**config.mk**
```make
export PLATFORM = sky130hd
export DESIGN_NAME = overwrite_log_ring_with_since_read_top
export DESIGN_NICKNAME = d
export VERILOG_FILES = /design/src/hdl/owlr_pkg.sv /design/src/hdl/overwrite_log_ring_with_since_read_top.sv
export SDC_FILE = /design/constraint.sdc
export NUM_CORES = 1
export LEC_CHECK = 0
export BUFFER_PORTS_ARGS = -buffer_cell sky130_fd_sc_hd__buf_2
export CAP_MARGIN = 20
export CORE_ASPECT_RATIO = 1.75
export CORE_MARGIN = 4
export CORE_UTILIZATION = 45
export CTS_CLUSTER_DIAMETER = 150
export DETAILED_ROUTE_END_ITERATION = 7
export GPL_TIMING_DRIVEN = 0
export REMOVE_ABC_BUFFERS = 1
export SLEW_MARGIN = 20
export SYNTH_ARGS = -nofsm -noshare
export SYNTH_HDL_FRONTEND = slang
export SYNTH_SLANG_ARGS = --single-unit
```
**constraint.sdc**
```tcl
create_clock -name clk -period 9.4 [get_ports clk]
set_clock_uncertainty 0.15 [all_clocks]
set_input_delay 0.47 -clock clk [delete_from_list [all_inputs] [get_ports clk]]
set_output_delay 0.47 -clock clk [all_outputs]
set_load 0.005 [all_outputs]
```
**src/hdl/owlr_pkg.sv**
```systemverilog
// ----------------------------------------------------------------------------
// owlr_pkg
// Shared types and constants for the overwriting byte trace ring.
// ----------------------------------------------------------------------------
package owlr_pkg;

  localparam int unsigned DEPTH_DEFAULT = 32;

  localparam int unsigned KIND_W  = 2;
  localparam int unsigned BYTE_W  = 8;
  localparam int unsigned TOTAL_W = 32;

  typedef enum logic [KIND_W-1:0] {
    KIND_WRITE = 2'd0,
    KIND_READ  = 2'd1,
    KIND_CLEAR = 2'd2,
    KIND_NONE  = 2'd3
  } kind_t;

  typedef enum logic [1:0] {
    ST_IDLE   = 2'b01,
    ST_STREAM = 2'b10
  } state_t;

endpackage

```
**src/hdl/overwrite_log_ring_with_since_read_top.sv**
```systemverilog
// ----------------------------------------------------------------------------
// overwrite_log_ring_with_since_read_top
// Byte trace ring of DEPTH entries that overwrites its oldest byte when full,
// with a 32-bit running write total and a read-since-total stream.
// ----------------------------------------------------------------------------
// Usage:
//   A transaction is taken at a rising edge with start high and busy low.
//   kind selects write (store data_byte), read (stream bytes newer than
//   since_total) or clear (empty the ring, keep the total).
//   Writes and clears produce no result; busy stays low.
//   A read of n held bytes raises busy while its store reads run, one per
//   cycle on the single read port of the byte memory; the results follow
//   one per cycle from the read data register, after the stream state,
//   marked by strobe, oldest first, last on the final one.
//   A read with nothing new gives one result with byte_valid low in the
//   cycle after the transaction and keeps busy low.
//   So writes run at one per cycle, a read of n bytes holds off the next
//   transaction while busy, and a read with nothing new holds off none.
//   The receiver cannot stall: each result is shown for one cycle only.
//   Reset (rst, synchronous) empties the ring, zeroes the total and drops
//   any stream in progress; the byte memory itself is not cleared.
// ----------------------------------------------------------------------------
module overwrite_log_ring_with_since_read_top
  import owlr_pkg::*;
#(
  parameter int unsigned DEPTH = DEPTH_DEFAULT
) (
  input  logic               clk,
  input  logic               rst,
  input  logic               start,
  output logic               busy,
  input  logic [KIND_W-1:0]  kind,
  input  logic [BYTE_W-1:0]  data_byte,
  input  logic [TOTAL_W-1:0] since_total,
  output logic               strobe,
  output logic [BYTE_W-1:0]  byte_out,
  output logic               byte_valid,
  output logic               overflow,
  output logic [TOTAL_W-1:0] current_total,
  output logic               last
);

  localparam int unsigned PTR_W = (DEPTH > 1) ? $clog2(DEPTH) : 1;
  localparam int unsigned CNT_W = $clog2(DEPTH + 1);
  localparam int unsigned SUM_W = $clog2(2 * DEPTH);

  logic [BYTE_W-1:0] mem [DEPTH];

  state_t             state;
  logic [PTR_W-1:0]   write_pos;
  logic [CNT_W-1:0]   fill_count;
  logic [TOTAL_W-1:0] write_total;
  logic [PTR_W-1:0]   rd_ptr;
  logic [CNT_W-1:0]   remain;
  logic [BYTE_W-1:0]  rd_data;
  logic               out_strobe;
  logic               out_valid;
  logic               out_last;
  logic               ovf_q;
  logic [TOTAL_W-1:0] total_q;

  logic               accept;
  kind_t              kind_in;
  logic [TOTAL_W-1:0] wanted;
  logic               ovf_calc;
  logic [CNT_W-1:0]   n_calc;
  logic [SUM_W-1:0]   pos_sum;
  logic [PTR_W-1:0]   start_pos;
  logic [PTR_W-1:0]   write_pos_next;
  logic [PTR_W-1:0]   rd_ptr_next;

  assign accept  = start && !busy;
  assign kind_in = kind_t'(kind);
  assign busy    = (state == ST_STREAM);

  assign wanted   = write_total - since_total;
  assign ovf_calc = wanted > TOTAL_W'(fill_count);
  assign n_calc   = ovf_calc ? fill_count : wanted[CNT_W-1:0];

  // oldest requested entry: write_pos - n modulo DEPTH
  assign pos_sum   = SUM_W'(write_pos) + SUM_W'(DEPTH) - SUM_W'(n_calc);
  assign start_pos = (pos_sum >= SUM_W'(DEPTH)) ? PTR_W'(pos_sum - SUM_W'(DEPTH))
                                                : PTR_W'(pos_sum);

  assign write_pos_next = (write_pos == PTR_W'(DEPTH - 1)) ? '0 : write_pos + 1'b1;
  assign rd_ptr_next    = (rd_ptr == PTR_W'(DEPTH - 1)) ? '0 : rd_ptr + 1'b1;

  // byte memory: one write port, one registered read port
  always_ff @(posedge clk) begin
    if (accept && kind_in == KIND_WRITE) begin
      mem[write_pos] <= data_byte;
    end
    if (state == ST_STREAM) begin
      rd_data <= mem[rd_ptr];
    end
  end

  always_ff @(posedge clk) begin
    if (rst) begin
      state       <= ST_IDLE;
      write_pos   <= '0;
      fill_count  <= '0;
      write_total <= '0;
      remain      <= '0;
      out_strobe  <= 1'b0;
      out_valid   <= 1'b0;
      out_last    <= 1'b0;
    end else begin
      out_strobe <= 1'b0;
      case (state)
        ST_IDLE: begin
          if (accept) begin
            case (kind_in)
              KIND_WRITE: begin
                write_pos   <= write_pos_next;
                write_total <= write_total + 1'b1;
                if (fill_count != CNT_W'(DEPTH)) begin
                  fill_count <= fill_count + 1'b1;
                end
              end
              KIND_CLEAR: begin
                write_pos  <= '0;
                fill_count <= '0;
              end
              KIND_READ: begin
                ovf_q   <= ovf_calc;
                total_q <= write_total;
                if (n_calc == '0) begin
                  out_strobe <= 1'b1;
                  out_valid  <= 1'b0;
                  out_last   <= 1'b1;
                end else begin
                  rd_ptr <= start_pos;
                  remain <= n_calc;
                  state  <= ST_STREAM;
                end
              end
              default: begin
              end
            endcase
          end
        end
        ST_STREAM: begin
          out_strobe <= 1'b1;
          out_valid  <= 1'b1;
          out_last   <= (remain == CNT_W'(1));
          rd_ptr     <= rd_ptr_next;
          remain     <= remain - 1'b1;
          if (remain == CNT_W'(1)) begin
            state <= ST_IDLE;
          end
        end
        default: begin
          state <= ST_IDLE;
        end
      endcase
    end
  end

  assign strobe        = out_strobe;
  assign byte_out      = out_valid ? rd_data : '0;
  assign byte_valid    = out_valid;
  assign overflow      = ovf_q;
  assign current_total = total_q;
  assign last          = out_last;

endmodule

```
# --- After elaboration in Yosys (flattened, before gate mapping) ---
# Memories as Yosys holds them, arrays and structs flattened. A register that Yosys moved wholly into a read port is not among the register bits.
# Index checks and enable logic that the tools add are counted.
classes:
  add_sub_neg: 9
  order_cmp: 2
  eq_ne: 14
  n_mux: 35
  bitwise: 1
  reduce_logical: 15
op_table:
  columns: ["cell", "n"]
  rows:
  - ["$add A32 B1 Y32 const B", 1]
  - ["$gt A32 B6 Y1", 1]
  - ["$sub A32 B32 Y32", 1]
  - ["$mux W5", 6]
  - ["$mux W6", 5]
  - ["$pmux W6 S2", 2]
  - ["$pmux W5 S2", 2]
  - ["$reduce_and A4 Y1", 5]
  - ["$mux W1", 11]
  - ["$add A5 B1 Y5 const B", 2]
  - ["$eq A5 B5 Y1 const B", 2]
  - ["$mux W2", 4]
  - ["$mux W8", 1]
  - ["$add A5 B6 Y6 const B", 1]
  - ["$add A6 B1 Y6 const B", 1]
  - ["$eq A6 B1 Y1 const B", 1]
  - ["$ge A6 B6 Y1 const B", 1]
  - ["$logic_not A6 Y1", 1]
  - ["$ne A2 B1 Y1 const B", 3]
  - ["$ne A2 B2 Y1 const B", 3]
  - ["$ne A6 B6 Y1 const B", 1]
  - ["$pmux W1 S2", 3]
  - ["$reduce_and A3 Y1", 2]
  - ["$sub A6 B1 Y6 const B", 1]
  - ["other kinds (11)", 15]
word_totals:
  regBits: 92
  ramBits: 256
  input_bits: 45
  output_inout_bits: 45
  elab_cells: 88
  n_memories: 1
mem_list:
  columns: ["memory", "words", "width", "rd", "rd_clocked_by_memory_dff", "wr", "line_no", "source"]
  rows:
  - ["mem", 32, 8, 1, 1, 1, "overwrite_log_ring_with_since_read_top.sv:47", "logic [BYTE_W-1:0] mem [DEPTH];"]

# --- Longest topological paths before layout ---
# Gate-level depths: netlist of run 1.
depth:
  ltp_word: 10
  ltp_mapped: 26
  depth_no_buf: 25

# --- Worst setup path before layout of run 1 ---
# No wires, ideal clock.
synth_path:
  path_type: "input port to flip-flop"
  from: "in since_total[0]"
  to: "reg rd_ptr[4] (data pin)"
  setup_ns: 0.158
  arrival_ns: 4.781
  t_required_ns: 9.092
  setup_slack_ns: 4.311
  cell_stages: 24
  path_buffers: 0
  cell_sequence: "ha_1 > inv_1 > fa_1 > a21o_2 > a21oi_1 > xnor2_1 > ha_1 > o21ai_0 > a21oi_1 > o31ai_1 > o2111ai_1 > nor4b_1 > nand4_1 > nor2_2 > a21oi_1 > or2_2 > ha_1 > fa_1 > inv_1 > a21o_1 > a21oi_1 > xnor2_1 > a2111o_1 > o211ai_1"
synth_between:
  elab_chain_cells: 10
  elab_cells_between_ends: 11
  classes_between: "add/sub (3); order compare (2); mux (6)"
synth_lines:
  columns: ["element", "line_no", "source"]
  rows:
  - ["start: declaration", "overwrite_log_ring_with_since_read_top.sv:34", "input logic [TOTAL_W-1:0] since_total,"]
  - ["$sub A32 B32 Y32 *", "overwrite_log_ring_with_since_read_top.sv:76", "assign wanted = write_total - since_total;"]
  - ["$gt A32 B6 Y1", "overwrite_log_ring_with_since_read_top.sv:77", "assign ovf_calc = wanted > TOTAL_W'(fill_count);"]
  - ["$mux W6 *", "overwrite_log_ring_with_since_read_top.sv:78", "assign n_calc = ovf_calc ? fill_count : wanted[CNT_W-1:0];"]
  - ["$sub A6 B6 Y6 *", "overwrite_log_ring_with_since_read_top.sv:81", "assign pos_sum = SUM_W'(write_pos) + SUM_W'(DEPTH) - SUM_W'(n_calc);"]
  - ["$sub A5 B1 Y5 / $ge A6 B6 Y1 (equally long branches)", "overwrite_log_ring_with_since_read_top.sv:82", "assign start_pos = (pos_sum >= SUM_W'(DEPTH)) ? PTR_W'(pos_sum - SUM_W'(DEPTH))"]
  - ["$mux W5 *", "overwrite_log_ring_with_since_read_top.sv:82", null]
  - ["$mux W5 *", "overwrite_log_ring_with_since_read_top.sv:128", "if (n_calc == '0) begin"]
  - ["$mux W5 *", "overwrite_log_ring_with_since_read_top.sv:113", "case (kind_in)"]
  - ["$mux W5 *", "overwrite_log_ring_with_since_read_top.sv:112", "if (accept) begin"]
  - ["$pmux W5 S2 *", "overwrite_log_ring_with_since_read_top.sv:110", "case (state)"]
  - ["end signal: assignment", "overwrite_log_ring_with_since_read_top.sv:133", "rd_ptr <= start_pos;"]
  - ["end signal: assignment", "overwrite_log_ring_with_since_read_top.sv:147", "rd_ptr <= rd_ptr_next;"]
  - ["end: declaration", "overwrite_log_ring_with_since_read_top.sv:53", "logic [PTR_W-1:0] rd_ptr;"]
# Every way passes the cells marked *; elsewhere a longest branch is shown, timed or not. The select of a mux whose other input is x is not followed.
# A chain may end at the register's enable or synchronous reset.

# --- Final worst setup path of run 1 ---
layout_path:
  from: "reg write_total[0]"
  to: "reg rd_ptr[4] (data pin)"
layout_between:
  elab_chain_cells: 10
  elab_cells_between_ends: 11
  classes_between: "add/sub (3); order compare (2); mux (6)"
layout_lines:
  columns: ["element", "line_no", "source"]
  rows:
  - ["start: declaration", "overwrite_log_ring_with_since_read_top.sv:52", "logic [TOTAL_W-1:0] write_total;"]
  - ["start signal: assignment", "overwrite_log_ring_with_since_read_top.sv:116", "write_total <= write_total + 1'b1;"]
  - ["$sub A32 B32 Y32 *", "overwrite_log_ring_with_since_read_top.sv:76", null]
  - ["$gt A32 B6 Y1", "overwrite_log_ring_with_since_read_top.sv:77", null]
  - ["$mux W6 *", "overwrite_log_ring_with_since_read_top.sv:78", null]
  - ["$sub A6 B6 Y6 *", "overwrite_log_ring_with_since_read_top.sv:81", null]
  - ["$sub A5 B1 Y5 / $ge A6 B6 Y1 (equally long branches)", "overwrite_log_ring_with_since_read_top.sv:82", null]
  - ["$mux W5 *", "overwrite_log_ring_with_since_read_top.sv:82", null]
  - ["$mux W5 *", "overwrite_log_ring_with_since_read_top.sv:128", null]
  - ["$mux W5 *", "overwrite_log_ring_with_since_read_top.sv:113", null]
  - ["$mux W5 *", "overwrite_log_ring_with_since_read_top.sv:112", null]
  - ["$pmux W5 S2 *", "overwrite_log_ring_with_since_read_top.sv:110", null]
# Marks and branches as above.

==> summary.md, run 1 <==
| Metric | Value |
|---|---|
| Post-CTS sizing | 0 |
| # Post-CTS Setup Buffers | 0 |
| Routed length per instance | 20.4 um |
| Mapped Cells | 1355 |
| Yosys cell types | 94 |
| Starting Density | 0.455 |
| Setup TNS | 0 ns |
| Async S/R FF share, synth | 0 |
| Slowest cell on crit path | o31ai_1 |
| Critical setup path kind | reg2reg |
| Residual DRC | 0 |
| Count of final setup violators | 0 |
| Worst path arrival time | 6.29 ns |
| Max FO, Critical Path | 8 |
| Die height | 266 um |
| Power Density | 170 nW/um^2 |
| Worst Max-Slew Pin Slew | 0.953 ns |
| Maxcap violations | 0 |
| Seq/Total Area, Yosys | 0.593 |
| Top FF cell, synth | edfxtp_1 |
| Hold Crit Class | in2reg |
| First-pass GRT wire length | 62000 um |
| Critical Path RT | 9.67 ns |
| Initial DRC count | 588 |
| Die Footprint | 41400 sq um |
| Clk buf depth | 3 |
| Pre-antenna DRT Iters | 5 |
| Rows | 94 |
| Worst skew pair latency | 0.57 ns |
| Core area | 37600 sq um |
| Clock Pin Slew Worst Setup and Hold Paths | 0.07 ns |
| CTS tree | yes |
| Crit-path most repeated cell | a21oi_1 |
| Fillcell total | 3355 |
| Synthesis Warnings | 0 |
| Via count | 10800 |
| Register area | 10100 sq um |
| DP HPWL | 28900 um |
| Remaining antenna violation count | 0 |
| Final Critical Period | 6.02 ns |
| DRT Wirelength | 39500 um |
| EDFF count, synth | 302 |
| Multi-input gate area | 6450 sq um |
| Top-area cell type share of the netlist area | 0.530 |
| GRT Residual Overflow | 0 |
| Slowest stage delay, CP | 0.45 ns |
| CTS root buf | clkbuf_16 |
| Area contributors post-synth | edfxtp_1 53%, dfxtp_1 6.3%, mux4_2 4.2% |
| Die W | 155 um |
| Hold WS | 0.191 ns |
| Initial antenna violation count | 1 |
| IO buf count | 89 |
| Cell taking the most area after synthesis | edfxtp_1 |
| Commonest cells after routing, fill and taps aside | 302 x edfxtp_1, 147 x nor2_1, 102 x nand2_1, 88 x buf_2 |
| H-tree depth | 1 |
| CTS Sinks | 356 |
| Largest net degree at the start of global routing | 53 |
| Crit. End Element | register |
| RSZ-0062 raised after global routing | no |
| Area Growth Syn to Fin | 12.3% |
| Mapped Area | 17100 sq um |
| Max Slew Vio Count | 0 |
| Relative slew slack | 0.365 |
| Vias/cell | 5.59 |
| Tot GR Track Use | 0.190 |
| FMAX | 0.166 GHz |
| Commonest non-fill, non-tap cell in the layout | edfxtp_1 |
| RePlAce Congestion | 0.836 |
| Nets | 1531 |
| IO Pins | 90 |
| Hold_buf cts | 0 |
| Mapped Avg Cell Area | 12.6 sq um |
| Leak pwr | 6.79 nW |
| Post-synthesis sequential element count | 356 |
| Tcrit/Tclk final | 0.641 |
| Startpoint Class | register |
| Total CTS buffers | 31 |
| Final Hold Vio Count | 0 |
| Status | complete, no violations |
| Share of cells above drive strength 1 | 0.157 |
| Vias in the first global route | 11200 |
| Peak VDD IR | 0.143 mV |
-- metal layers --
layer | wire, um | up-vias | GRT usage
li1 | - | 5265 | -
met1 | 14100 | 5272 | 0.205
met2 | 22600 | 218 | 0.374
met3 | 1380 | 67 | 0.0218
met4 | 1340 | 0 | 0.0682
met5 | 0 | - | 0
-- worst max-delay path, delay by kind of cell (launching register included) --
kind | cells | cell delay (ns)
compound gates | 11 | 1.93
xor+xnor | 2 | 0.41
fa+ha+maj | 5 | 1.57
buf+inv | 3 | 0.20
flops | 1 | 0.37
simple gates | 4 | 1.23
-- cell type report --
type / count / area share
antenna: 1 / 0.000130
tap: 480 / 0.0312
clock buffer: 42 / 0.0441
timing repair buffer: 104 / 0.0364
sequential: 356 / 0.528
multi-input combinational: 878 / 0.336
clock inverter: 16 / 0.0133
inverter: 58 / 0.0113
-- final timing paths --
check / endpoint / slack (ns) / cells after the start / startpoint
setup / recovery: rd_ptr[4] / 3.38 / 25 / write_total[0]
setup reg to reg: rd_ptr[4] / 3.38 / 25 / write_total[0]
hold reg to reg: state[1] / 0.35 / 1 / state[1]
hold / removal: state[0] / 0.19 / 4 / kind[0]
-- Yosys cell counts (all sizes together), types with 4 or more instances --
cell and instances:
a2111oi 6, a211o 6, a211oi 9, a21boi 5
a21o 16, a21oi 75, a31oi 8, and2 11
and3 11, buf 29, clkbuf 33, dfxtp 54
edfxtp 302, ha 55, inv 58, mux2i 67
mux4 32, nand2 103, nand2b 13, nand3 22
nand3b 7, nand4 13, nor2 149, nor2b 5
nor3 18, nor4 6, o211ai 7, o21a 10
o21ai 61, o21bai 5, o221ai 25, o22a 4
o22ai 13, or2 4, or3 13, xnor2 22
xor2 25
-- per-stage QoR --
stage | worst slack (ns) | util | instance area, sq um | power [mW] | cells
global route | 3.05 | 0.511 | 19200 | 3.38 | 1935
finish | 3.38 | 0.511 | 19200 | 3.27 | 1935
floorplan | 4.31 | - | 16800 | 1.86 | 1292
detailed placement | 3.18 | 0.481 | 18100 | 1.93 | 1876
CTS | 3.29 | 0.511 | 19200 | 3.30 | 1934
global placement | 2.65 | 0.474 | 17800 | 1.92 | 1861
-- state kept, by name, indices dropped and copies added (netlist names) --
register / flops
overflow: 1
fill_count: 6
rd_ptr: 5
last: 1
current_total: 32
state: 2
mem: 256
byte_valid: 1
write_pos: 5
remain: 6
write_total: 32
strobe: 1
rd_data: 8
-- where the power goes --
| group | leakage, nW | switching [mW] | internal [mW] |
|---|---|---|---|
| combinational | 3.14 | 0.109 | 0.0619 |
| clock | 0.536 | 0.551 | 0.822 |
| sequential | 3.12 | 0.00582 | 1.72 |
-- kinds of logic after synthesis --
family          synth area share
mux                       0.0822
flops                      0.593
simple gates               0.108
compound gates             0.118
xor+xnor                  0.0251
buf+inv                   0.0312
fa+ha+maj                 0.0425
Power figures use the tool's default switching activity.
==> run 2, diff against run 1 <==
==> constraint.sdc (replaced) <==
create_clock -name clk -period 5.55 [get_ports clk]
set_clock_uncertainty 0.15 [all_clocks]
set_input_delay 0.2775 -clock clk [delete_from_list [all_inputs] [get_ports clk]]
set_output_delay 0.2775 -clock clk [all_outputs]
set_load 0.005 [all_outputs]
==> run 2 against run 1 <==
Compared with the run above:
- core utilization up 0.44 points
- final area rose by 0.85%
- final cell count grew 0.47%
==> summary.md, run 2 (same netlist as run 1, synthesis figures left out) <==
| Metric | Value |
|---|---|
| Status | complete, no violations |
| DRT Wirelength | 39600 um (+0.31%) |
| DP HPWL | 28900 um (unchanged) |
| Residual DRC | 0 (unchanged) |
| Core area | 37600 sq um (unchanged) |
| Largest net degree at the start of global routing | 53 (unchanged) |
| Commonest non-fill, non-tap cell in the layout | edfxtp_1 |
| Initial DRC count | 632 (+7.5%) |
| Tot GR Track Use | 0.191 (+0.000724) |
| Design area | 19400 sq um (+0.85%) |
| Crit. End Element | register |
| H-tree depth | 1 (unchanged) |
| Starting Density | 0.455 (unchanged) |
| Remaining antenna violation count | 0 (unchanged) |
| Leak pwr | 6.87 nW (+1.1%) |
| Peak VDD IR | 0.244 mV (+70%) |
| FF-to-FF path depth | 19 (-24%) |
| Max Slew Vio Count | 0 (unchanged) |
| Reg2reg start | write_total[6] |
| Via count | 10900 (+0.81%) |
| Rows | 94 (unchanged) |
| RSZ-0062 raised after global routing | no |
| Vias/cell | 5.61 (+0.35%) |
| Worst path arrival time | 5.58 ns (-0.71 ns) |
| HP Start | rst |
| Routed length per instance | 20.4 um (-0.16%) |
| Total CTS buffers | 31 (unchanged) |
| Critical Path RT | 5.82 ns (-3.85 ns) |
| CTS Sinks | 356 (unchanged) |
| Startpoint Class | register |
| FMAX | 0.188 GHz (+13%) |
| Commonest cells after routing, fill and taps aside | 302 x edfxtp_1, 145 x nor2_1, 102 x nand2_1, 88 x buf_2, 66 x mux2i_1 |
| Worst skew pair latency | 0.57 ns (about the same) |
| Top reg by flops | mem |
| Hold depth | 2 (-2) |
| First-pass GRT wire length | 62200 um (+0.44%) |
| Relative slew slack | 0.355 (-0.0100) |
| Tcrit/Tclk final | 0.957 (+0.317) |
| Worst Hold Path EP | write_total[22] |
| Final core utilization | 0.515 (+0.00435) |
| CTS tree | yes |
| Fillcell total | 3336 (-0.57%) |
| Maxcap violations | 0 (unchanged) |
| Die Footprint | 41400 sq um (unchanged) |
| Hold WS | 0.0563 ns (-0.134 ns) |
| IO Pins | 90 (unchanged) |
| IO buf count | 89 (unchanged) |
| Clock Pin Slew Worst Setup and Hold Paths | 0.07 ns (about the same) |
| GRT Residual Overflow | 0 (unchanged) |
| Initial antenna violation count | 1 (unchanged) |
| Die height | 266 um (unchanged) |
| FF-to-FF End | rd_ptr[4] |
| Power Density | 286 nW/um^2 (+68%) |
| Finished Layout Cells | 1944 (+0.47%) |
| Post-placement cell count | 1876 (unchanged) |
| Area Growth Syn to Fin | 13.3% |
| Setup TNS | 0 ns (unchanged) |
| Worst Max-Slew Pin Slew | 0.968 ns (+0.0150 ns) |
| Vias in the first global route | 11300 (+0.58%) |
| Hold Crit Class | in2reg |
| Count of final setup violators | 0 (unchanged) |
| Share of cells above drive strength 1 | 0.171 (+0.0141) |
| Clk buf depth | 3 (unchanged) |
| Pre-antenna DRT Iters | 6 (+1) |
| Max FO, Critical Path | 8 (unchanged) |
| Critical setup path kind | reg2reg |
| CTS root buf | clkbuf_16 |
| Max reg flops | 256 (unchanged) |
| Nets | 1540 (+0.59%) |
| Die W | 155 um (unchanged) |
| Final Critical Period | 5.31 ns (-0.709 ns) |
| Final Hold Vio Count | 0 (unchanged) |
| Worst reg-to-reg setup slack | 0.24 ns (-3.14 ns) |
| Placed inst area | 18100 sq um (unchanged) |
| RePlAce Congestion | 0.836 (unchanged) |
## run 2: cell count changes in the layout (fill, tap and decap cells not counted), sizes merged
cell         before  now
buf             104  111
dlygate4sd3       0    2
## run 2: worst max-delay path: stages, from the launching register on
cell,delay [ns]
dfxtp_1,0.49
ha_1,0.38
a21oi_1,0.33
o22a_1,0.18
o21a_1,0.25
a31oi_4,0.15
o41ai_4,0.50
mux2_2,0.42
a31oi_4,0.32
or2_4,0.25
nor3_4,0.04
or2_2,0.29
ha_2,0.20
fa_2,0.38
inv_1,0.06
a21o_1,0.10
a21oi_1,0.07
xnor2_1,0.15
a2111o_1,0.37
o211ai_1,0.09
## run 2: how the worst max path moves through the flow
stage                   start          to  cells past startpoint
6_report       write_total[6]   rd_ptr[4]                     19
3_3_place_gp        rd_ptr[0]  rd_data[2]                      6
4_1_cts        write_total[6]   rd_ptr[4]                     19
2_1_floorplan  write_total[0]   rd_ptr[4]                     25
5_1_grt        write_total[0]   rd_ptr[4]                     26
3_5_place_dp   write_total[0]   rd_ptr[4]                     25
## run 2: layout make-up
| type | count | area [sq um] | share of cell area |
|---|---|---|---|
| Antenna cell | 1 | 2.50 | 0.000129 |
| Clock buffer | 42 | 847 | 0.0437 |
| Clock inverter | 16 | 256 | 0.0132 |
| Inverter | 58 | 218 | 0.0112 |
| Multi-Input combinational cell | 878 | 6540 | 0.337 |
| Sequential cell | 356 | 10200 | 0.524 |
| Tap cell | 480 | 601 | 0.0310 |
| Timing Repair Buffer | 113 | 772 | 0.0398 |
## run 2: layer usage
layer / GRT usage / routed length [um]
met5: 0 / 0
met4: 0.0670 / 1270
met2: 0.376 / 22800
met1: 0.206 / 14100
met3: 0.0216 / 1450
## run 2: through the flow
stage,power (mW),setup WS (ns)
after global routing,5.73,0.00710
after CTS,5.60,0.00866
after global placement,3.26,-1.20
after floorplan,3.14,0.553
after detailed placement,3.27,-0.536
final,5.54,0.237
## run 2: power breakdown
| group | internal, mW | switching [mW] |
|---|---|---|
| clock | 1.39 | 0.930 |
| sequential | 2.91 | 0.00988 |
| combinational | 0.109 | 0.189 |
## run 2: timing repair
action                                 4_1_cts  5_1_grt
setup endpoints to repair                    3        2
pin swaps                                    6        7
buffers inserted                             3        4
endpoints found under the hold margin        4        0
hold buffers                                 2        0
resized for setup                            9       10
==> run 3, diff against run 2 <==
--- a/config.mk
+++ b/config.mk
@@ -10,6 +10,7 @@
 export CORE_ASPECT_RATIO = 1.75
 export CORE_MARGIN = 4
 export CORE_UTILIZATION = 45
+export CTS_BUF_LIST = sky130_fd_sc_hd__clkbuf_4 sky130_fd_sc_hd__clkbuf_8
 export CTS_CLUSTER_DIAMETER = 150
 export DETAILED_ROUTE_END_ITERATION = 7
 export GPL_TIMING_DRIVEN = 0
==> run 3 against run 2 <==
Compared with the run above:
- maximum frequency is 0.18% higher
- global-route usage grew 0.25 points
- register-to-register slack barely moved
- non-clock buffer count increased by 6
- count of clock-buffer cells in the layout grew 28
- via count increased by 1.5%
- critical endpoint unchanged
- highest routed layer unchanged
==> summary.md, run 3 (same netlist as run 1, synthesis figures left out) <==
| Metric | Value |
|---|---|
| Status | complete, no violations |
| Hold depth | 2 (unchanged) |
| Finished Layout Cells | 1984 (+2.1%) |
| Die Footprint | 41400 sq um (unchanged) |
| Max Slew Vio Count | 0 (unchanged) |
| Count of final setup violators | 0 (unchanged) |
| Vias in the first global route | 11500 (+1.4%) |
| Startpoint Class | register |
| FF-to-FF End | rd_ptr[4] |
| Worst path arrival time | 5.60 ns (+0.02 ns) |
| Clock Pin Slew Worst Setup and Hold Paths | 0.07 ns (about the same) |
| Crit. End Element | register |
| Commonest cells after routing, fill and taps aside | 302 x edfxtp_1, 146 x nor2_1, 101 x nand2_1, 88 x buf_2, 66 x mux2i_1 |
| Vias/cell | 5.58 (-0.53%) |
| Gate power share | 0.059 (+0.005) |
| Seq pwr share | 0.559 (+0.032) |
| Critical path origin | write_total[0] |
| Largest net degree at the start of global routing | 53 (unchanged) |
| Switching share of power | 0.227 (+0.0232) |
| Max FO, Critical Path | 5 (-3) |
| Clk buf depth | 3 (unchanged) |
| Clock share of power | 0.382 (-0.037) |
| Leak pwr | 6.88 nW (+0.22%) |
| Area Growth Syn to Fin | 13.0% |
| FF-to-FF path depth | 25 (+6) |
| Critical setup path kind | reg2reg |
| Power Density | 270 nW/um^2 (-5.6%) |
| Relative slew slack | 0.370 (+0.0149) |
| Initial DRC count | 637 (+0.79%) |
| Final Hold Vio Count | 0 (unchanged) |
| Power, Total | 5.22 mW (-5.8%) |
| IO Pins | 90 (unchanged) |
| RePlAce Congestion | 0.836 (unchanged) |
| Max reg flops | 256 (unchanged) |
| Tcrit/Tclk final | 0.956 (-0.00169) |
| CTS tree | yes |
| Placed inst area | 18100 sq um (unchanged) |
| Fillcell total | 3369 (+0.99%) |
| Die W | 155 um (unchanged) |
| GRT Residual Overflow | 0 (unchanged) |
| Post-placement cell count | 1876 (unchanged) |
| DP HPWL | 28900 um (unchanged) |
| Remaining antenna violation count | 0 (unchanged) |
| Commonest non-fill, non-tap cell in the layout | edfxtp_1 |
| FMAX | 0.189 GHz (+0.18%) |
| Top reg by flops | mem |
| Nets | 1565 (+1.6%) |
| IO buf count | 89 (unchanged) |
| Worst reg-to-reg setup slack | 0.25 ns (about the same) |
| H-tree depth | 2 (+1) |
| Design area | 19400 sq um (-0.18%) |
| Share of cells above drive strength 1 | 0.198 (+0.0274) |
| Pre-antenna DRT Iters | 5 (-1) |
| Total CTS buffers | 50 (+61%) |
| RSZ-0062 raised after global routing | no |
| Residual DRC | 0 (unchanged) |
| Tot GR Track Use | 0.193 (+0.00253) |
| Routed length per instance | 20.2 um (-0.65%) |
| Starting Density | 0.455 (unchanged) |
| HP Start | rst |
| Reg2reg start | write_total[0] |
| Final core utilization | 0.514 (-0.000931) |
| CTS Sinks | 356 (unchanged) |
| P_sw | 1.18 mW (+4.9%) |
| Initial antenna violation count | 1 (unchanged) |
| Maxcap violations | 0 (unchanged) |
| CTS root buf | clkbuf_8 |
| Rows | 94 (unchanged) |
| DRT Wirelength | 40100 um (+1.4%) |
| Peak VDD IR | 0.173 mV (-29%) |
| Die height | 266 um (unchanged) |
| Core area | 37600 sq um (unchanged) |
| Worst skew pair latency | 0.60 ns (+0.03 ns) |
| Final Critical Period | 5.30 ns (-0.00940 ns) |
| Worst Hold Path EP | write_total[22] |
| Critical Path RT | 5.85 ns (+0.03 ns) |
| First-pass GRT wire length | 62700 um (+0.70%) |
| Hold Crit Class | in2reg |
| Via count | 11100 (+1.5%) |
| Pint | 4.03 mW (-8.5%) |
| Worst Max-Slew Pin Slew | 0.942 ns (-0.0258 ns) |
[run 3: worst max-delay path, stage by stage, from the launching register on]
cell and delay [ns]:
dfxtp_4 0.36, inv_2 0.06, ha_4 0.12, inv_2 0.04, fa_2 0.42, a21o_2 0.23
a21oi_2 0.16, xnor2_2 0.17, ha_1 0.29, o21ai_1 0.09, a21oi_1 0.06, o31ai_2 0.33
o2111ai_1 0.19, nor4b_2 0.31, nand4_1 0.12, buf_4 0.18, or2_4 0.28, nor3_4 0.22
buf_6 0.15, nor2_1 0.03, a21oi_1 0.15, ha_1 0.28, a21oi_2 0.19, xnor2_2 0.10
a2111o_1 0.40, o211ai_1 0.08
[run 3: worst max-delay path by stage]
stage | depth (start not counted) | end
2_1_floorplan | 25 | rd_ptr[4]
3_3_place_gp | 6 | rd_data[2]
3_5_place_dp | 25 | rd_ptr[4]
4_1_cts | 26 | rd_ptr[4]
5_1_grt | 19 | rd_ptr[4]
6_report | 25 | rd_ptr[4]
[run 3: repair_timing]
| item | 4_1_cts | 5_1_grt |
|---|---|---|
| buffers inserted | 2 | 10 |
| gates resized for setup | 8 | 24 |
| pin swaps | 3 | 21 |
| hold buffers | 3 | 0 |
| endpoints found under the setup margin | 4 | 2 |
| endpoints found under the hold margin | 5 | 0 |
[run 3: metrics by stage]
stage               setup slack (ns)  hold slack (ns)  TNS (ns)
finish                         0.247           0.0282         0
floorplan                      0.553            0.196         0
global route                  0.0202           0.0136         0
CTS                          0.00245          0.00652         0
global placement               -1.20            0.327    -11.78
detailed placement            -0.536            0.341    -0.947
[run 3: cell type report]
type | count | area, sq um | area share
clock inverter | 22 | 120 | 0.00621
sequential | 356 | 10200 | 0.525
inverter | 58 | 218 | 0.0112
clock buffer | 70 | 857 | 0.0443
tap | 480 | 601 | 0.0310
timing repair buffer | 119 | 827 | 0.0427
multi-input combinational | 878 | 6570 | 0.340
antenna | 1 | 2.50 | 0.000129
[run 3: power by group through the flow]
stage	logic, mW	clock network [mW]	registers (mW)
after global placement	0.270	0	2.99
after CTS	0.297	2.06	2.92
after floorplan	0.162	0	2.98
after detailed placement	0.291	0	2.97
after global routing	0.338	2.18	2.92
final	0.307	1.99	2.92
[run 3: per-layer routing]
| layer | global-route usage | wire, um | up-vias |
|---|---|---|---|
| li1 | - | - | 5339 |
| met1 | 0.203 | 14000 | 5394 |
| met2 | 0.377 | 23000 | 258 |
| met3 | 0.0284 | 1640 | 85 |
| met4 | 0.0791 | 1540 | 0 |
| met5 | 0 | 0 | - |
